===== config.mk =====
export PLATFORM = sky130hd
export DESIGN_NAME = software_timer_queue
export DESIGN_NICKNAME = d
export VERILOG_FILES = /design/src/rtl/core/stq_pkg.sv /design/src/rtl/core/stq_store.sv /design/src/rtl/core/stq_scan.sv /design/src/rtl/core/software_timer_queue.sv
export SDC_FILE = /design/constraint.sdc
export NUM_CORES = 1
export LEC_CHECK = 0
export BUFFER_PORTS_ARGS = -buffer_cell sky130_fd_sc_hd__buf_4
export CAP_MARGIN = 0
export CORE_MARGIN = 1.5
export CORE_UTILIZATION = 45
export CTS_CLUSTER_SIZE = 12
export DETAILED_ROUTE_END_ITERATION = 12
export HOLD_SLACK_MARGIN = 0.15
export PLACE_DENSITY = 0.67
export SETUP_SLACK_MARGIN = 0.05
export SLEW_MARGIN = 20
export SYNTH_ARGS = -nofsm -noshare
export SYNTH_HDL_FRONTEND = slang
export SYNTH_SLANG_ARGS = --single-unit
export TNS_END_PERCENT = 10

===== constraint.sdc =====
create_clock -name clk -period 15.25 [get_ports clk]
set_input_delay 3.05 -clock clk [delete_from_list [all_inputs] [get_ports clk]]
set_output_delay 3.05 -clock clk [all_outputs]
set_load 0.01 [all_outputs]

===== src/rtl/core/stq_pkg.sv =====
// Shared types and constants for the software timer queue.
// No dependencies; every module of the block imports this package.
`default_nettype none

package stq_pkg;

    localparam int TIME_W         = 32;
    localparam int ID_W           = 3;
    localparam int NUM_TIMERS_DEF = 8;
    localparam int FIRE_CAP       = 64;
    localparam int CNT_W          = $clog2(FIRE_CAP + 1);
    localparam int S_TDATA_W      = 72;
    localparam int M_TDATA_W      = 8;

    typedef enum logic [1:0] {
        CMD_START  = 2'd0,
        CMD_STOP   = 2'd1,
        CMD_CHANGE = 2'd2,
        CMD_TICK   = 2'd3
    } cmd_t;

    typedef enum logic [2:0] {
        ST_IDLE,
        ST_SCAN,
        ST_WAIT,
        ST_DECIDE,
        ST_FINAL
    } state_t;

    // One timer slot as read from the slot memories.
    typedef struct packed {
        logic [TIME_W-1:0] start_time;
        logic [TIME_W-1:0] period_ticks;
        logic              repeat_flag;
    } entry_t;

    // Earliest due slot found by one scan pass (slot index travels separately).
    typedef struct packed {
        logic              found;
        logic              repeat_flag;
        logic [TIME_W-1:0] deadline;
    } scan_result_t;

endpackage

`default_nettype wire


===== src/rtl/core/stq_store.sv =====
// Slot storage: one memory for start time and mode, one for the period.
// Depends on stq_pkg. Reads are registered; unwritten slots read as zero.
`default_nettype none

module stq_store
    import stq_pkg::*;
#(
    parameter int NUM_TIMERS = NUM_TIMERS_DEF,
    parameter int IDX_W      = $clog2(NUM_TIMERS)
)
(
    input  wire logic              clk,
    input  wire logic              rst_n,
    input  wire logic              rd_en,
    input  wire logic [IDX_W-1:0]  rd_addr,
    output entry_t                 rd_entry,
    input  wire logic              wa_en,
    input  wire logic [IDX_W-1:0]  wa_addr,
    input  wire logic [TIME_W-1:0] wa_start,
    input  wire logic              wa_repeat,
    input  wire logic              wp_en,
    input  wire logic [IDX_W-1:0]  wp_addr,
    input  wire logic [TIME_W-1:0] wp_period
);

    logic [TIME_W:0]   mem_a [NUM_TIMERS];
    logic [TIME_W-1:0] mem_p [NUM_TIMERS];

    logic [NUM_TIMERS-1:0] wr_a_reg;
    logic [NUM_TIMERS-1:0] wr_p_reg;
    logic [TIME_W:0]       rd_a_reg;
    logic [TIME_W-1:0]     rd_p_reg;
    logic                  ok_a_reg;
    logic                  ok_p_reg;

    always_ff @(posedge clk)
    begin
        if (wa_en)
        begin
            mem_a[wa_addr] <= {wa_start, wa_repeat};
        end
        if (wp_en)
        begin
            mem_p[wp_addr] <= wp_period;
        end
        if (rd_en)
        begin
            rd_a_reg <= mem_a[rd_addr];
            rd_p_reg <= mem_p[rd_addr];
            ok_a_reg <= wr_a_reg[rd_addr];
            ok_p_reg <= wr_p_reg[rd_addr];
        end
    end

    // Written marks stand in for the zero reset of the slot memories.
    always_ff @(posedge clk or negedge rst_n)
    begin
        if (!rst_n)
        begin
            wr_a_reg <= '0;
            wr_p_reg <= '0;
        end
        else
        begin
            if (wa_en)
            begin
                wr_a_reg[wa_addr] <= 1'b1;
            end
            if (wp_en)
            begin
                wr_p_reg[wp_addr] <= 1'b1;
            end
        end
    end

    always_comb
    begin
        rd_entry.start_time   = ok_a_reg ? rd_a_reg[TIME_W:1] : '0;
        rd_entry.repeat_flag  = ok_a_reg ? rd_a_reg[0] : 1'b0;
        rd_entry.period_ticks = ok_p_reg ? rd_p_reg : '0;
    end

endmodule

`default_nettype wire


===== src/rtl/core/stq_scan.sv =====
// Two-stage scan unit: forms each slot's deadline, then keeps the earliest due one.
// Depends on stq_pkg. Fed one slot per cycle in ascending order by the top level.
`default_nettype none

module stq_scan
    import stq_pkg::*;
#(
    parameter int NUM_TIMERS = NUM_TIMERS_DEF,
    parameter int IDX_W      = $clog2(NUM_TIMERS)
)
(
    input  wire logic              clk,
    input  wire logic              rst_n,
    input  wire logic              clear,
    input  wire logic              in_valid,
    input  wire logic              in_last,
    input  wire logic [IDX_W-1:0]  in_idx,
    input  wire logic              in_active,
    input  wire entry_t            in_entry,
    input  wire logic [TIME_W-1:0] now_time,
    output scan_result_t           best,
    output logic [IDX_W-1:0]       best_idx,
    output logic                   done
);

    logic              a_valid_reg;
    logic              a_last_reg;
    logic [IDX_W-1:0]  a_idx_reg;
    logic              a_active_reg;
    logic              a_repeat_reg;
    logic [TIME_W-1:0] a_deadline_reg;

    logic              found_reg;
    logic              repeat_reg;
    logic [TIME_W-1:0] deadline_reg;
    logic [TIME_W-1:0] lag_best_reg;
    logic [IDX_W-1:0]  idx_reg;
    logic              done_reg;

    logic [TIME_W-1:0] lag;
    logic              better;

    always_ff @(posedge clk)
    begin
        a_idx_reg      <= in_idx;
        a_active_reg   <= in_active;
        a_repeat_reg   <= in_entry.repeat_flag;
        a_deadline_reg <= in_entry.start_time + in_entry.period_ticks;
    end

    // A slot is due when now lies less than half the counter range past its deadline.
    // Strictly larger lag wins, so the lower slot keeps a tie.
    always_comb
    begin
        lag    = now_time - a_deadline_reg;
        better = a_valid_reg && a_active_reg && !lag[TIME_W-1]
                 && (!found_reg || (lag > lag_best_reg));
    end

    always_ff @(posedge clk)
    begin
        if (better)
        begin
            repeat_reg   <= a_repeat_reg;
            deadline_reg <= a_deadline_reg;
            lag_best_reg <= lag;
            idx_reg      <= a_idx_reg;
        end
    end

    always_ff @(posedge clk or negedge rst_n)
    begin
        if (!rst_n)
        begin
            a_valid_reg <= 1'b0;
            a_last_reg  <= 1'b0;
            found_reg   <= 1'b0;
            done_reg    <= 1'b0;
        end
        else
        begin
            a_valid_reg <= in_valid;
            a_last_reg  <= in_valid && in_last;
            done_reg    <= a_valid_reg && a_last_reg && !clear;
            if (clear)
            begin
                found_reg <= 1'b0;
            end
            else if (better)
            begin
                found_reg <= 1'b1;
            end
        end
    end

    always_comb
    begin
        best.found       = found_reg;
        best.repeat_flag = repeat_reg;
        best.deadline    = deadline_reg;
        best_idx         = idx_reg;
        done             = done_reg;
    end

endmodule

`default_nettype wire


===== src/rtl/core/software_timer_queue.sv =====
// Software timer queue top level. Start, stop and change words are applied as they are accepted.
// A tick runs one scan pass per firing plus one final pass that finds none, which the run
// skips when it stops at the fire cap; a full output register can hold the run back.
// Each result is held in an output register, so one result may wait there.
// Reset clears all active marks and the slot contents read as zero until written.
`default_nettype none

module software_timer_queue
    import stq_pkg::*;
#(
    parameter int NUM_TIMERS = NUM_TIMERS_DEF
)
(
    input  wire logic                 clk,
    input  wire logic                 rst_n,
    input  wire logic                 s_tvalid,
    output logic                      s_tready,
    // timer_id[2:0], period_value[34:3], repeat_mode[35], now_time[67:36], zero pad
    input  wire logic [S_TDATA_W-1:0] s_tdata,
    // cmd[1:0]
    input  wire logic [1:0]           s_tuser,
    output logic                      m_tvalid,
    input  wire logic                 m_tready,
    // fired_id[2:0], zero pad
    output logic [M_TDATA_W-1:0]      m_tdata,
    // fired_valid[0]
    output logic                      m_tuser,
    output logic                      m_tlast
);

    localparam int IDX_W = $clog2(NUM_TIMERS);

    state_t state_reg, state_next;

    logic [IDX_W-1:0]      scan_idx_reg;
    logic                  rd_valid_reg;
    logic                  rd_last_reg;
    logic [IDX_W-1:0]      rd_idx_reg;
    logic [TIME_W-1:0]     now_reg;
    logic [NUM_TIMERS-1:0] active_reg;
    logic [IDX_W-1:0]      pending_id_reg;
    logic                  have_pending_reg;
    logic [CNT_W-1:0]      count_reg;

    logic              out_valid_reg;
    logic [ID_W-1:0]   out_id_reg;
    logic              out_fired_reg;
    logic              out_last_reg;

    // Input word fields.
    logic [ID_W-1:0]   in_id;
    logic [TIME_W-1:0] in_period;
    logic              in_mode;
    logic [TIME_W-1:0] in_now;
    cmd_t              in_cmd;
    logic [IDX_W-1:0]  in_slot;
    logic              in_ok;
    logic              s_accept;

    // Control from the state machine.
    logic              out_free;
    logic              out_load;
    logic [ID_W-1:0]   out_id;
    logic              out_fired;
    logic              out_last;
    logic              take;
    logic              finish;
    logic              scan_clear;
    logic              rd_en;
    logic              rd_last;

    // Memory write ports.
    logic              wa_en;
    logic [IDX_W-1:0]  wa_addr;
    logic [TIME_W-1:0] wa_start;
    logic              wa_repeat;
    logic              wp_en;

    entry_t            rd_entry;
    scan_result_t      best;
    logic [IDX_W-1:0]  best_idx;
    logic              scan_done;

    always_comb
    begin
        in_id     = s_tdata[2:0];
        in_period = s_tdata[34:3];
        in_mode   = s_tdata[35];
        in_now    = s_tdata[67:36];
        in_cmd    = cmd_t'(s_tuser);
        in_slot   = IDX_W'(in_id);
        in_ok     = int'(in_id) < NUM_TIMERS;
        s_tready  = (state_reg == ST_IDLE);
        s_accept  = s_tvalid && s_tready;
        out_free  = !out_valid_reg || m_tready;
        rd_en     = (state_reg == ST_SCAN);
        rd_last   = (scan_idx_reg == IDX_W'(NUM_TIMERS - 1));
    end

    always_ff @(posedge clk or negedge rst_n)
    begin
        if (!rst_n)
        begin
            state_reg <= ST_IDLE;
        end
        else
        begin
            state_reg <= state_next;
        end
    end

    always_comb
    begin
        state_next = state_reg;
        out_load   = 1'b0;
        out_id     = '0;
        out_fired  = 1'b0;
        out_last   = 1'b0;
        take       = 1'b0;
        finish     = 1'b0;
        scan_clear = 1'b0;
        case (state_reg)
            ST_IDLE:
            begin
                if (s_accept && (in_cmd == CMD_TICK))
                begin
                    scan_clear = 1'b1;
                    state_next = ST_SCAN;
                end
            end
            ST_SCAN:
            begin
                if (rd_last)
                begin
                    state_next = ST_WAIT;
                end
            end
            ST_WAIT:
            begin
                if (scan_done)
                begin
                    state_next = ST_DECIDE;
                end
            end
            ST_DECIDE:
            begin
                // A firing is held back one pass so the last one can carry the run mark.
                if (best.found)
                begin
                    if (!have_pending_reg || out_free)
                    begin
                        take = 1'b1;
                        if (have_pending_reg)
                        begin
                            out_load  = 1'b1;
                            out_id    = ID_W'(pending_id_reg);
                            out_fired = 1'b1;
                        end
                        if (count_reg == CNT_W'(FIRE_CAP - 1))
                        begin
                            state_next = ST_FINAL;
                        end
                        else
                        begin
                            scan_clear = 1'b1;
                            state_next = ST_SCAN;
                        end
                    end
                end
                else
                begin
                    state_next = ST_FINAL;
                end
            end
            ST_FINAL:
            begin
                if (out_free)
                begin
                    out_load   = 1'b1;
                    out_id     = have_pending_reg ? ID_W'(pending_id_reg) : '0;
                    out_fired  = have_pending_reg;
                    out_last   = 1'b1;
                    finish     = 1'b1;
                    state_next = ST_IDLE;
                end
            end
            default:
            begin
                state_next = ST_IDLE;
            end
        endcase
    end

    // Write port muxing: a start word, or the advance of a repeating timer that fired; change words write the period.
    always_comb
    begin
        if (take)
        begin
            wa_en     = best.repeat_flag;
            wa_addr   = best_idx;
            wa_start  = best.deadline;
            wa_repeat = 1'b1;
        end
        else
        begin
            wa_en     = s_accept && in_ok && (in_cmd == CMD_START);
            wa_addr   = in_slot;
            wa_start  = in_now;
            wa_repeat = in_mode;
        end
        wp_en = s_accept && in_ok && (in_cmd == CMD_CHANGE);
    end

    always_ff @(posedge clk)
    begin
        rd_idx_reg <= scan_idx_reg;
        if (s_accept)
        begin
            now_reg <= in_now;
        end
        if (take)
        begin
            pending_id_reg <= best_idx;
        end
        if (out_load)
        begin
            out_id_reg    <= out_id;
            out_fired_reg <= out_fired;
            out_last_reg  <= out_last;
        end
    end

    always_ff @(posedge clk or negedge rst_n)
    begin
        if (!rst_n)
        begin
            scan_idx_reg     <= '0;
            rd_valid_reg     <= 1'b0;
            rd_last_reg      <= 1'b0;
            active_reg       <= '0;
            have_pending_reg <= 1'b0;
            count_reg        <= '0;
            out_valid_reg    <= 1'b0;
        end
        else
        begin
            rd_valid_reg <= rd_en;
            rd_last_reg  <= rd_en && rd_last;
            if (scan_clear)
            begin
                scan_idx_reg <= '0;
            end
            else if (rd_en)
            begin
                scan_idx_reg <= scan_idx_reg + 1'b1;
            end

            if (s_accept && in_ok && (in_cmd == CMD_START))
            begin
                active_reg[in_slot] <= 1'b1;
            end
            else if (s_accept && in_ok && (in_cmd == CMD_STOP))
            begin
                active_reg[in_slot] <= 1'b0;
            end
            else if (take && !best.repeat_flag)
            begin
                active_reg[best_idx] <= 1'b0;
            end

            if (finish)
            begin
                have_pending_reg <= 1'b0;
                count_reg        <= '0;
            end
            else if (take)
            begin
                have_pending_reg <= 1'b1;
                count_reg        <= count_reg + 1'b1;
            end

            if (out_load)
            begin
                out_valid_reg <= 1'b1;
            end
            else if (m_tready)
            begin
                out_valid_reg <= 1'b0;
            end
        end
    end

    stq_store #(
        .NUM_TIMERS (NUM_TIMERS),
        .IDX_W      (IDX_W)
    ) u_store (
        .clk       (clk),
        .rst_n     (rst_n),
        .rd_en     (rd_en),
        .rd_addr   (scan_idx_reg),
        .rd_entry  (rd_entry),
        .wa_en     (wa_en),
        .wa_addr   (wa_addr),
        .wa_start  (wa_start),
        .wa_repeat (wa_repeat),
        .wp_en     (wp_en),
        .wp_addr   (in_slot),
        .wp_period (in_period)
    );

    stq_scan #(
        .NUM_TIMERS (NUM_TIMERS),
        .IDX_W      (IDX_W)
    ) u_scan (
        .clk       (clk),
        .rst_n     (rst_n),
        .clear     (scan_clear),
        .in_valid  (rd_valid_reg),
        .in_last   (rd_last_reg),
        .in_idx    (rd_idx_reg),
        .in_active (active_reg[rd_idx_reg]),
        .in_entry  (rd_entry),
        .now_time  (now_reg),
        .best      (best),
        .best_idx  (best_idx),
        .done      (scan_done)
    );

    always_comb
    begin
        m_tvalid = out_valid_reg;
        m_tdata  = M_TDATA_W'(out_id_reg);
        m_tuser  = out_fired_reg;
        m_tlast  = out_last_reg;
    end

endmodule

`default_nettype wire


Word level (Yosys, flattened, before mapping)
Memories as Yosys holds them, arrays and structs flattened. A register that Yosys moved wholly into a read port is not among the register bits. Index checks and enable logic that the tools add are counted.

Bits in registers: 195. RAM bits: 520. Word-level logic and storage cells: 163. Memories: 2.

$add $sub $neg: 4. Magnitude comparators: 9. Equal/unequal tests: 14. Mux-type cells: 64. Bitwise gates (word level): 7. Reduce and logical (&&, ||, !) cells: 33.

Memory list: u_store.mem_a (depth 8, width 33, read ports 1, clocked after Yosys merged registers in 1, write ports 1, line stq_store.sv:26) `logic [TIME_W:0] mem_a [NUM_TIMERS];`; u_store.mem_p (depth 8, width 32, read ports 1, clocked after Yosys merged registers in 1, write ports 1, line stq_store.sv:27) `logic [TIME_W-1:0] mem_p [NUM_TIMERS];`.

Operators by type and width (count): two-way mux 32 bit (3); two-way mux 3 bit (14); adder 32 bit (1); greater-than comparator 32 bit (1); subtractor 32 bit (1); two-way mux 1 bit (31); two-way mux 8 bit (3); bitwise OR 8 bit (3); < comparator 3 x 4 -> 1 bit, second input constant (5); bitwise AND 8 bit (2); logical AND 1 bit (16); inverter 8 bit (2); case mux 3 bit (5 select lines) (1); two-way mux 7 bit (2); binary-select mux 1 bit (select 3 bit) (3); demux 1 bit (select 3 bit) (3); greater-or-equal comparator 3 x 1 -> 1 bit, second input constant (3); nonzero test 2 bit (4); adder 7 x 1 -> 7 bit, second input constant (1); equality test 7 x 6 -> 1 bit, second input constant (1); equality test 3 x 2 -> 1 bit, second input constant (2); equality test 3 bit, second input constant (2); zero test 1 bit (6); != test 2 x 1 -> 1 bit, second input constant (3); 13 further kinds (18).

Longest topological paths before layout
Gate-level depths: netlist (run 1).

Depth after elaboration: 12. Mapped depth: 20. Mapped depth without buffers: 20.

Modules after synthesis
Synthesis (run 1) repeated with hierarchy kept, for this count alone.

Cell total of the unflattened synthesis: 1959. Area total of the unflattened synthesis: 33652.3 um^2.

By module, submodules not included: stq_store (instances 1, cells an instance 960, area an instance 23103.4 um^2, seq. area each 18027.3 um^2); stq_scan (instances 1, cells an instance 748, area an instance 7244.4 um^2, seq. area each 2882.8 um^2); software_timer_queue (instances 1, cells an instance 251, area an instance 3304.4 um^2, seq. area each 1886.8 um^2).

Worst setup path before layout (run 1)
OpenSTA, ideal clock, no wires.

Path kind: register -> register. From: reg now_reg[0]. To: reg u_scan.idx_reg[0], in the netlist u_scan.best_idx[0] (enable). Setup time: 0.662 ns. Arrival time: 10.002 ns. Slack: 4.587 ns. Stages on the path, launching flop included: 20. Path buffers: 0. Cells stage by stage: edfxtp_1 > inv_1 > ha_1 > inv_1 > fa_1 > a21o_1 > a311oi_1 > nor3b_1 > or3_1 > a21oi_1 > o21bai_1 > xor2_1 > ha_1 > nand4_1 > nor4_1 > a221oi_1 > o21ai_0 > a21oi_1 > o31a_1 > nor4_1.

Longest elaborated chain between the ends: 4. Elaborated cells on any way between the ends: 6. Classes of those cells: add/sub: 1; order compare: 1; reduce/logical: 4.

Ends and longest elaborated chain: from (decl) (line software_timer_queue.sv:39) `logic [TIME_W-1:0] now_reg;`; from (signal assigned) (line software_timer_queue.sv:219) `now_reg <= in_now;`; subtractor 32 bit (line stq_scan.sv:55) `lag = now_time - a_deadline_reg;`; via u_scan.lag[14] (line stq_scan.sv:40) `logic [TIME_W-1:0] lag;`; greater-than comparator 32 bit (line stq_scan.sv:57) `&& (!found_reg || (lag > lag_best_reg));`; logical OR 1 bit (line stq_scan.sv:57); logical AND 1 bit (line stq_scan.sv:57); via u_scan.better (line stq_scan.sv:41) `logic better;`; to (signal assigned) (line stq_scan.sv:67) `idx_reg <= a_idx_reg;`; to (decl) (line stq_scan.sv:37) `logic [IDX_W-1:0] idx_reg;`.

The timed path passes the listed nets, and every way through them passes these cells. A chain may end at the register's enable or synchronous reset.

Final worst setup path (run 1)
From: in m_tready. To: reg u_store.wr_a_reg[5].

Longest elaborated chain between the ends: 11. Elaborated cells on any way between the ends: 13. Classes of those cells: order compare: 2; mux: 7; bitwise: 1; reduce/logical: 3.

Ends and longest elaborated chain: from (decl) (line software_timer_queue.sv:23) `input wire logic m_tready,`; logical OR 1 bit * (line software_timer_queue.sv:95) `out_free = !out_valid_reg || m_tready;`; logical OR 1 bit * (line software_timer_queue.sv:150) `if (!have_pending_reg || out_free)`; two-way mux 1 bit * (line software_timer_queue.sv:150); two-way mux 1 bit * (line software_timer_queue.sv:148) `if (best.found)`; two-way mux 1 bit * (line software_timer_queue.sv:122) `case (state_reg)`; two-way mux 3 bit (line software_timer_queue.sv:197) `if (take)`; < comparator 3 x 4 -> 1 bit (implied by the code) or greater-or-equal comparator 3 x 1 -> 1 bit (tied branches) (line stq_store.sv:67) `wr_a_reg[wa_addr] <= 1'b1;`; logical AND 1 bit (implied by the code) (line stq_store.sv:67); two-way mux 1 bit (implied by the code) (line stq_store.sv:67); demux 1 bit (select 3 bit); bitwise OR 8 bit (no line); to (signal assigned) (line stq_store.sv:60) `wr_a_reg <= '0;`; to (signal, indexed assignment) (line stq_store.sv:67); to (decl) (line stq_store.sv:29) `logic [NUM_TIMERS-1:0] wr_a_reg;`.

Every way passes the cells marked *; elsewhere a longest branch is shown, timed or not.

==> results of run 1 <==
-- cells in the mapped netlist, drive strengths merged, types with 6 or more instances --
cell	instances
o21bai	10
mux4	136
nor3	20
and2	71
o211ai	6
mux2	68
xor2	23
o21a	7
ha	97
or2	19
edfxtp	695
xnor2	37
a21o	38
a21oi	75
o21ai	42
nand3	24
nor2b	10
nor2	81
and3	11
a31oi	12
dfrtp	45
buf	22
nand4	18
inv	85
nand2b	9
mux2i	6
nand2	143
clkbuf	59
dfxtp	40
-- where the power goes --
part / total, mW / switching [mW] / leakage [nW] / internal (mW)
registers: 2.82 / 0.153 / 7.20 / 2.66
clock network: 1.80 / 0.778 / 1.16 / 1.02
logic: 2.05 / 1.11 / 4.74 / 0.936
total: 6.66 / 2.04 / 13.1 / 4.62
-- cell type report --
type | count | area share (%)
Tap cell | 950 | 3.210
Timing Repair Buffer | 109 | 2.210
Clock inverter | 22 | 0.4833
Multi-Input combinational cell | 1040 | 25.68
Clock buffer | 120 | 5.951
Sequential cell | 780 | 61.60
Inverter | 85 | 0.8617
-- per-stage QoR --
stage	cells	setup WS (ns)	util [%]	area, sq um
detailed placement	2964	8.408	48.21	34640
CTS	3106	9.054	51.53	37020
global route	3106	8.856	51.53	37020
floorplan	1986	4.587	-	32850
finish	3106	9.033	51.53	37020
global placement	2964	8.466	48.21	34640
-- critical path, delay by kind of cell --
family / cells / cell delay (ns)
and+or+nand+nor: 3 / 0.68
AOI/OAI and AO/OA: 2 / 1.00
buffers and inverters: 5 / 1.88
-- cells by family (layout without fill, tap and decap cells) --
group                      after synthesis  after routing  share of synthesized area [%]
DFF                                    780            780                          69.43
and+or+nand+nor                        428            428                          6.428
AOI/OAI and AO/OA                      238            238                          4.832
muxes                                  210            210                          11.84
buffers and inverters                  166            336                          2.042
adders and majority gates               99             99                          3.818
xor gates and xnor gates                60             60                          1.600
other                                    1              5                        0.01142
-- per-layer routing --
metal	share of wire (%)	vias to the layer above
met5	0.028	-
met4	1.6	2
met3	6.0	72
met2	49	472
met1	43	8781
li1	-	7856
-- final timing paths --
path                               start  slack, ns  cells past startpoint                     end
max reg2reg                   now_reg[0]       9.50                     20  u_scan.deadline_reg[8]
min reg2reg                rd_idx_reg[2]       0.37                      0     u_scan.a_idx_reg[2]
min                        rd_idx_reg[2]       0.37                      0     u_scan.a_idx_reg[2]
max                             m_tready       9.03                     10     u_store.wr_a_reg[5]
min in group asynchronous          rst_n       2.45                      1           active_reg[2]
max in group asynchronous          rst_n      12.33                      1         scan_idx_reg[2]
==> reports/qor.txt, run 1 <==
RePlAce Congestion: 0.8613
Async S/R FF share, synth: 5.769%
Hold Vio Cnt, Final: 0
CTS sink cnt: 780
WL final: 67,610 microns
Post-DP HPWL: 41,740 microns
Syn Inst Count: 1,982
Register bit total from synthesis: 780
Crit Path Max Fanout: 38
Register area: 0.02281 sq mm
Reg clk slew, reported paths: 0.06 ns
Die X: 273.1 microns
Initial Utilization: 45.70%
Final setup viols: 0
1st-iter DRT viols: 1,404
PD cells: 180.0 mW/mm^2
Met2 usage: 31.05%
Total I/O pin count: 90
Largest net degree at the start of global routing: 67
Area of the multi-input gates: 0.009508 sq mm
Area growth syn-to-layout: 12.75%
Layout cells sized above 1: 21.71%
Startpoint Class: input pin
Synth Area per Inst: 16.57 sq um
Most frequent cells in the layout: edfxtp_1 (695), nand2_1 (143), mux4_2 (136), buf_4 (109), ha_1 (97)
Most common cell after layout, fill and taps aside: edfxtp_1
Die height: 273.1 microns
Antenna-violating nets left: 0
Worst Hold Class: reg2reg
Status: finished, final reports clean
Initial antenna violation count: 1
Fmax: 160.8 MHz
PnR Total Power: 6.663 mW
CTS tree: done
Clk buf depth: 3
Maxcap violations: 0
Total global routing overflow: 0
Period utilization: 40.77%
Met1 GRT Util: 24.90%
Htree depth: 3
Worst Setup Path Type: in2reg
Unique masters post-synth: 78
Post-cts resize count: 0
Core ar.: 0.07185 sq mm
Grt peak-use layer: met2
Worst vdd ir: 94.53 uV
Yosys top cell by area: edfxtp_1
Critical Path Slowest Stage Cell: a32oi_1
Total Nets Final: 2,274
Number of diodes: 0
First-pass GRT wire length: 104,600 microns
Max stage delay on crit path: 0.83 ns
Hold WS: 0.3688 ns
Post-synth EDFFs: 695
Pins Over Slew Limit: 0
Fillers: 5,825
CTS Hold Bufs: 0
Main synth FF type: edfxtp_1
Largest cells by area after synthesis: edfxtp_1 (64%), mux4_2 (9.3%), ha_1 (3.7%), dfrtp_1 (3.4%), dfxtp_1 (2.4%)
Die Area: 0.07460 sq mm
Via count: 17,180
Setup TNS: 0 ns
Crit path arrival time: 6.70 ns
Met3 GRT Util: 3.356%
Worst endpoint required time: 15.74 ns
Cells along the critical path: buf_4, nor2b_1, a21o_1, buf_4, clkinv_1, buf_4, a32oi_1, nor2_4, buf_4, or2_2
DR pass1 iterations: 5
Clock latency on the worst-skew pair: 0.62 ns
Worst clock skew: 0.01535 ns
Synth top area share: 63.56%
Vias in the first global route: 17,850
Top cell by count, worst path: buf_4
Post-Syn Area: 0.03284 sq mm
Drc violations: 0
Worst-Margin Slew: 1.045 ns
Seq/Total Area, Yosys: 69.43%
CTS root buf: clkbuf_16
Cell Rows: 98
Total track usage: 18.49%
Vias per cell: 5.532
CTS buffer count: 81
Largest register FFs: 264
Port buffer count: 80
Final min period: 6.217 ns
Relative slew slack: 30.33%
Yosys Warn Count: 0
RSZ-0062 raised after global routing: no
Drt wl/cell: 21.77 microns
Post-CTS setup buffer count: 0
Worst Setup End Kind: register
Leak: 13.10 nW
Note: power is estimated with default switching activity, not from simulation.
==> inputs of run 2 (changes only) <==
- clock period: 15.25 -> 6.5 ns (I/O delays scaled with it)
==> reports/qor.txt, run 2 (synthesis gave the netlist of run 1 again) <==
Final setup viols: 0
CTS buffer count: 79
Port buffer count: 80
Dpl cell area: 0.03465 sq mm
Cell Rows: 98
CTS sink cnt: 780
Register area: 0.02281 sq mm
Worst Hold Class: reg2reg
Worst Setup End Kind: register
Dpl cells: 2,961
Worst setup margin: 0.9182 ns
CTS root buf: clkbuf_16
Final min period: 5.582 ns
Worst-Margin Slew: 1.096 ns
PnR Total Power: 15.65 mW
Sw Ratio: 30.67%
Area growth syn-to-layout: 12.69%
Cells along the critical path: inv_1, ha_1, inv_1, fa_1, a21o_1, a311oi_1, nor3b_1, or3_1, a21oi_1, o21bai_1, xor2_1, ha_1, nand4_1, nor4_1, a221oi_1, o21ai_0, a21oi_1, o31a_1, nor4_4, buf_4
Initial Utilization: 45.70%
Crit path arrival time: 5.83 ns
DR pass1 iterations: 5
Fin cells: 3,092
Vias per cell: 5.584
Die Area: 0.07460 sq mm
Largest net degree at the start of global routing: 112
Drt wl/cell: 22.07 microns
CTS Hold Bufs: 0
Worst vdd ir: 422.3 uV
RSZ-0062 raised after global routing: no
Post-DP HPWL: 43,090 microns
Most common cell after layout, fill and taps aside: edfxtp_1
WL final: 68,250 microns
Setup TNS: 0 ns
Fillers: 5,767
Clk buf depth: 3
Layout cells sized above 1: 21.43%
Area of the multi-input gates: 0.009517 sq mm
Vias in the first global route: 17,820
Relative slew slack: 26.95%
Reg clk slew, reported paths: 0.06 ns
PD cells: 422.9 mW/mm^2
Die X: 273.1 microns
Crit Path Max Fanout: 46
Critical Path Slowest Stage Cell: buf_4
Most frequent cells in the layout: edfxtp_1 (695), nand2_1 (143), mux4_2 (136), buf_4 (104), ha_1 (97)
Part of the power in registers: 42.1%
Post-cts resize count: 0
Initial antenna violation count: 3
Pre-CTS WS: 0.9111 ns
Hold Vio Cnt, Final: 0
Number of diodes: 0
Die height: 273.1 microns
Pins Over Slew Limit: 0
Core ar.: 0.07185 sq mm
Total Nets Final: 2,269
RePlAce Congestion: 0.8638
Int Pwr: 10.85 mW
Design Area, Final: 0.03700 sq mm
Worst Setup Path Type: reg2reg
Fmax: 179.2 MHz
First-pass GRT wire length: 104,700 microns
Clk pwr share: 26.8%
Clock latency on the worst-skew pair: 0.63 ns
Leak: 13.07 nW
Status: finished, final reports clean
Total I/O pin count: 90
Htree depth: 3
Via count: 17,270
Gate power share: 31.1%
CTS tree: done
Antenna-violating nets left: 0
Period utilization: 85.87%
Startpoint Class: register
Drc violations: 0
Worst clock skew: 0.01895 ns
Largest register FFs: 264
Post-CTS setup buffer count: 0
Worst endpoint required time: 6.75 ns
Total track usage: 18.58%
Total global routing overflow: 0
1st-iter DRT viols: 1,246
P_sw: 4.800 mW
Max stage delay on crit path: 0.58 ns
Maxcap violations: 0
[run 2: changes by cell type in the layout (fill, tap and decap cells not counted), sizes merged]
cell	before	now
inv	92	89
clkbuf	120	111
bufinv	1	2
buf	109	106
[run 2: final cells by class]
cell class	count	share of cell area, %
clock buffer	111	5.833
clock inverter	20	0.5173
inverter	85	0.8622
multi-input combinational	1040	25.72
sequential	780	61.64
tap	950	3.212
timing repair buffer	106	2.218
[run 2: final timing paths]
kind	start	end	slack, ns	cells past startpoint
hold / removal	rd_idx_reg[2]	u_scan.a_idx_reg[2]	0.36	0
min in group asynchronous	rst_n	active_reg[2]	0.70	1
hold reg to reg	rd_idx_reg[2]	u_scan.a_idx_reg[2]	0.36	0
setup reg to reg	now_reg[0]	u_scan.deadline_reg[11]	0.92	20
setup / recovery	now_reg[0]	u_scan.deadline_reg[11]	0.92	20
max in group asynchronous	rst_n	scan_idx_reg[0]	5.32	1
[run 2: critical path, delay by kind of cell (launching register included)]
family / cells / cell delay (ns)
fa+ha+maj: 3 / 0.87
compound gates: 8 / 1.67
buf+inv: 3 / 0.69
xor+xnor: 1 / 0.17
flops: 1 / 0.37
simple gates: 5 / 1.41
[run 2: power by group through the flow]
stage	Sequential [mW]	Combinational, mW	Clock (mW)
floorplan	6.48	3.78	0
CTS	6.59	4.89	4.28
global route	6.65	5.35	4.48
global placement	6.68	4.72	0
detailed placement	6.69	4.86	0
finish	6.59	4.87	4.19
[run 2: metrics by stage]
step / util [%] / hold slack [ns]
floorplan: - / 0.3389
global placement: 48.23 / 0.3485
detailed placement: 48.23 / 0.3587
CTS: 51.50 / 0.3632
global route: 51.50 / 0.3766
finish: 51.50 / 0.3635
[run 2: layer usage]
layer	vias up	GRT usage (%)	wire, microns
met5	-	0	47
met4	6	5.336	1229
met3	87	3.242	3606
met2	429	31.06	33790
met1	8901	25.03	29570
li1	7843	-	-
